--- src/rtl/core/mvm_pkg.sv ---
// ----------------------------------------------------------------------------
// mvm_pkg
// Shared constants, codes and types of the matrix-vector multiply unit.
// ----------------------------------------------------------------------------
package mvm_pkg;

   localparam int MAX_DIM    = 64;
   localparam int DATA_WIDTH = 16;
   localparam int FRAC_BITS  = 8;

   localparam int ADDR_WIDTH = 12;
   localparam int OUT_IDX_W  = 6;
   localparam int CSR_IDX_W  = 2;
   localparam int CSR_DATA_W = 7;

   localparam int DIM_W     = $clog2(MAX_DIM + 1);
   localparam int IDX_W     = $clog2(MAX_DIM);
   localparam int MAT_DEPTH = MAX_DIM * MAX_DIM;
   localparam int MADDR_W   = $clog2(MAT_DEPTH);

   localparam int FIFO_DEPTH = 4;
   localparam int FIFO_PTR_W = $clog2(FIFO_DEPTH);
   localparam int FIFO_CNT_W = $clog2(FIFO_DEPTH + 1);

   localparam logic ACT_MATRIX = 1'b0;
   localparam logic ACT_VECTOR = 1'b1;

   typedef enum logic [CSR_IDX_W-1:0] {
      CSR_NUM_ROWS  = 2'd0,
      CSR_NUM_COLS  = 2'd1,
      CSR_TRANSPOSE = 2'd2
   } csr_index_type;

   typedef enum logic [1:0] {
      CMD_MAT_WRITE,
      CMD_VEC_WRITE,
      CMD_VEC_RUN
   } cmd_kind_type;

   typedef enum logic {
      BK_IDLE,
      BK_RUN
   } back_state_type;

   typedef struct packed {
      cmd_kind_type                  kind;
      logic                          wr_en;
      logic [ADDR_WIDTH-1:0]         addr;
      logic signed [DATA_WIDTH-1:0]  value;
   } cmd_type;

   typedef struct packed {
      logic full;
      logic empty;
   } fifo_stat_type;

   typedef struct packed {
      logic [DIM_W-1:0] rows;
      logic [DIM_W-1:0] cols;
      logic             transpose;
   } cfg_type;

   typedef struct packed {
      logic             valid;
      logic             first;
      logic             last;
      logic             vec_end;
      logic [IDX_W-1:0] k;
   } tag_type;

endpackage

--- src/rtl/core/mvm_cmd_fifo.sv ---
// ----------------------------------------------------------------------------
// mvm_cmd_fifo
// Short command queue between the request front end and the datapath.
// ----------------------------------------------------------------------------
module mvm_cmd_fifo import mvm_pkg::*; (
   input  logic          clock,
   input  logic          reset,
   input  logic          push,
   input  cmd_type       push_cmd,
   input  logic          pop,
   output cmd_type       head_cmd,
   output fifo_stat_type stat
);

   cmd_type                entry_ff [FIFO_DEPTH];
   logic [FIFO_PTR_W-1:0]  wr_ptr_ff, wr_ptr_in;
   logic [FIFO_PTR_W-1:0]  rd_ptr_ff, rd_ptr_in;
   logic [FIFO_CNT_W-1:0]  count_ff, count_in;

   assign stat.full  = count_ff == FIFO_CNT_W'(FIFO_DEPTH);
   assign stat.empty = count_ff == '0;
   assign head_cmd   = entry_ff[rd_ptr_ff];

   always_comb begin
      wr_ptr_in = push ? wr_ptr_ff + FIFO_PTR_W'(1) : wr_ptr_ff;
      rd_ptr_in = pop ? rd_ptr_ff + FIFO_PTR_W'(1) : rd_ptr_ff;
      count_in  = count_ff + FIFO_CNT_W'(push) - FIFO_CNT_W'(pop);
   end

   always_ff @(posedge clock) begin
      if (reset) begin
         wr_ptr_ff <= '0;
         rd_ptr_ff <= '0;
         count_ff  <= '0;
      end else begin
         wr_ptr_ff <= wr_ptr_in;
         rd_ptr_ff <= rd_ptr_in;
         count_ff  <= count_in;
      end
   end

   always_ff @(posedge clock) begin
      if (push) begin
         entry_ff[wr_ptr_ff] <= push_cmd;
      end
   end

endmodule

--- config.mk ---
export PLATFORM = sky130hd
export DESIGN_NAME = mvm_cmd_fifo
export DESIGN_NICKNAME = d
export VERILOG_FILES = /design/src/rtl/core/mvm_pkg.sv /design/src/rtl/core/mvm_cmd_fifo.sv
export SDC_FILE = /design/constraint.sdc
export NUM_CORES = 1
export LEC_CHECK = 0
export BUFFER_PORTS_ARGS = -buffer_cell sky130_fd_sc_hd__buf_2
export CORE_MARGIN = 1.5
export CORE_UTILIZATION = 40
export DETAILED_ROUTE_END_ITERATION = 10
export HOLD_SLACK_MARGIN = 0.03
export PLACE_DENSITY = 0.67
export SYNTH_ARGS = -nofsm -noshare
export SYNTH_HDL_FRONTEND = slang
export SYNTH_SLANG_ARGS = --single-unit
export TNS_END_PERCENT = 5
--- constraint.sdc ---
create_clock -name clock -period 1.8 [get_ports clock]
set_clock_uncertainty 0.15 [all_clocks]
set_input_delay 0.18 -clock clock [delete_from_list [all_inputs] [get_ports clock]]
set_output_delay 0.18 -clock clock [all_outputs]
set_load 0.03 [all_outputs]
==> flow_metrics.tcl <==
set metrics [dict create \
    outcome "complete, but fails checks" \
    violations "negative setup slack" \
    first_iter_violations 160 \
    min_to "entry_ff[1][13]$_DFFE_PP_" \
    max_stage_delay_ns 0.54 \
    cts_root_buf "clkbuf_16" \
    multi_input_area_um2 946 \
    hold_path_class "in2reg" \
    postSynthAreaPerCell_um2 24.2 \
    wl_per_cell_um 17.3 \
    die-area_um2 13000 \
    rrSetupSlack_ns 0.10 \
    drc 0 \
    cts.clk_slew.worst_paths_ns 0.05 \
    mappedNetlistNets 245 \
    yosysWarnings 0 \
    antenna_found_initial 0 \
    rsz0062_at_grt "true" \
    r2r_end "count_ff[2]$_SDFF_PP0_" \
    period_share_pct 113 \
    io_buffers 67 \
    synthCells 203 \
    regArea_um2 3910 \
    start_util_pct 40.9 \
    setup_viol 31 \
    track_usage_pct 14.5 \
    cts_htree_levels 4 \
    dieHeight_um 114 \
    slew_violations 0 \
    worst_slew_pin_slew_ns 0.507 \
    cts_tree "done" \
    arrival_ns 1.71 \
    reg2reg_from "count_ff[0]$_SDFF_PP0_" \
    via_per_inst 4.89 \
    antenna_cells 0 \
    numCtsBuffers 17 \
    die_w_um 114 \
    grt_pass1_vias 2530 \
    holdWs_ns 0.363 \
    dpl.hpwl_mm 5.16 \
    coreArea_um2 12000 \
    p_total_mw 7.96 \
    final_cell_mix "124 x edfxtp_1, 43 x buf_2, 35 x dlygate4sd3_1" \
    fin_area_um2 6630 \
    vdd_drop_max_mv 0.915 \
    synth_area_um2 4910 \
    hold_violations 0 \
    cp-start-kind "flip-flop" \
    drv_cap 0 \
    synth.distinct_cells 20 \
    cts_sinks 133 \
    nets 374 \
    antenna_left 0 \
    tns_ns -5.87 \
    crit_slowest_cell "mux4_1" \
    grt_max_degree 32 \
    final_common_cell "edfxtp_1" \
    rows 40 \
    worstPathRequired_ns 1.47 \
    ios 68 \
    cp_max_fo 10 \
    drive_gt1_share_pct 43.2 \
    cts_setup_buffers 0 \
    nFillCells 938 \
    path_cells "buf_12, mux4_1, buf_2" \
    max_freq_mhz 491 \
    grt-ovfl-total 0 \
    num_vias 2407 \
    setup_ws_ns -0.236 \
    synthToLayoutAreaGrowth_pct 35.0 \
    max_slew_margin_pct 66.2 \
    place_area_um2 5560 \
    crit_path_end_kind "output port" \
    p_leak_nw 2.36 \
    critPathKind "reg2out" \
    gp_congestion 0.671 \
    power_density_nw_per_um2 1200 \
    yosysSeqAreaShare_pct 79.4 \
    synth-seq-cells 133 \
    totalWireLength_mm 8.53 \
    fin_crit_ns 2.04 \
    hp-start "push_cmd[13]" \
    rr_worst_depth 7 \
    cts_buffer_depth 2 \
    grt_first_pass_wirelength_mm 13.2 \
    clock_latency_ns 0.41 \
    hold_depth 2 \
    drt_pass1_iterations 4 \
]
## how the worst max path moves through the flow
stage | from | slack [ns] | end | cells past startpoint
2_1_floorplan | wr_ptr_ff[0]$_SDFFE_PP0P_ | -0.05 | entry_ff[0][0]$_DFFE_PP_ | 3
6_report | flip-flop | -0.24 | head_cmd[27] | 3
3_5_place_dp | count_ff[0]$_SDFF_PP0_ | -0.09 | count_ff[2]$_SDFF_PP0_ | 7
3_3_place_gp | count_ff[0]$_SDFF_PP0_ | -0.05 | count_ff[2]$_SDFF_PP0_ | 7
5_1_grt | flip-flop | -0.32 | head_cmd[27] | 3
4_1_cts | flip-flop | -0.27 | head_cmd[27] | 3
## metrics by stage
step	instances	utilization, %	setup slack, ns
finish	492	55.2	-0.236
global route	492	55.2	-0.324
CTS	492	55.2	-0.271
detailed placement	425	46.3	-0.0856
global placement	425	46.3	-0.0468
floorplan	203	-	-0.0501
## power by group
part,switching [mW],internal [mW]
combinational,0.578,0.536
sequential,0.0531,3.56
clock,1.22,2.02
## registers in the layout, summed over array words and instances, names as in the netlist, named ones only
| signal | cells |
|---|---|
| count_ff | 3 |
| entry_ff | 124 |
| rd_ptr_ff | 2 |
| wr_ptr_ff | 2 |
## worst max-delay path, delay by kind of cell, from the launching register on
kind | cells | cell delay, ns
mux | 1 | 0.54
flops | 1 | 0.40
buf+inv | 2 | 0.35
## final cells by class
cell class	instances	share of cell area, %
multi-input cells	58	14.3
inverters	6	0.339
flip-flops and latches	133	58.9
repair buffers	116	15.2
clock inverters	14	2.04
well taps	147	2.77
clock buffers	18	6.47
## synthesized netlist by cell type (all sizes together)
cell / n / area share, %
xor3: 1 / 0.48
and2: 4 / 0.51
mux4: 31 / 14
fa: 1 / 0.41
a21bo: 1 / 0.20
edfxtp: 124 / 76
a21oi: 1 / 0.10
mux2i: 1 / 0.20
nand3b: 1 / 0.15
nor3: 1 / 0.10
dfxtp: 9 / 3.7
xnor2: 2 / 0.36
nor2: 5 / 0.38
buf: 6 / 0.99
nor2b: 2 / 0.25
inv: 6 / 0.46
and3: 1 / 0.13
ha: 6 / 1.5
## what timing repair did
action / CTS / global route
gates resized for setup: 52 / 1
endpoints found under the setup margin: 63 / 52
pin swaps: 1 / 0
hold buffers: 35 / 0
hold endpoints to repair: 133 / 0
## per-layer routing
layer  vias to the layer above  GRT usage [%]  part of all wire, %
li1                       1103              -                    -
met1                      1229           17.6                   42
met2                        65           23.4                   52
met3                        10           5.63                  4.8
met4                         0           6.00                  1.1
met5                         -              0                    0
## cell families (layout without fill, tap and decap cells)
group	Yosys count	in the layout	synth area share, %
flops	133	133	79.4
simple gates	14	14	1.53
xor+xnor	3	3	0.840
buf+inv	12	154	1.45
mux	32	32	14.5
compound gates	2	2	0.305
fa+ha+maj	7	7	1.94
Power figures use the tool's default switching activity.
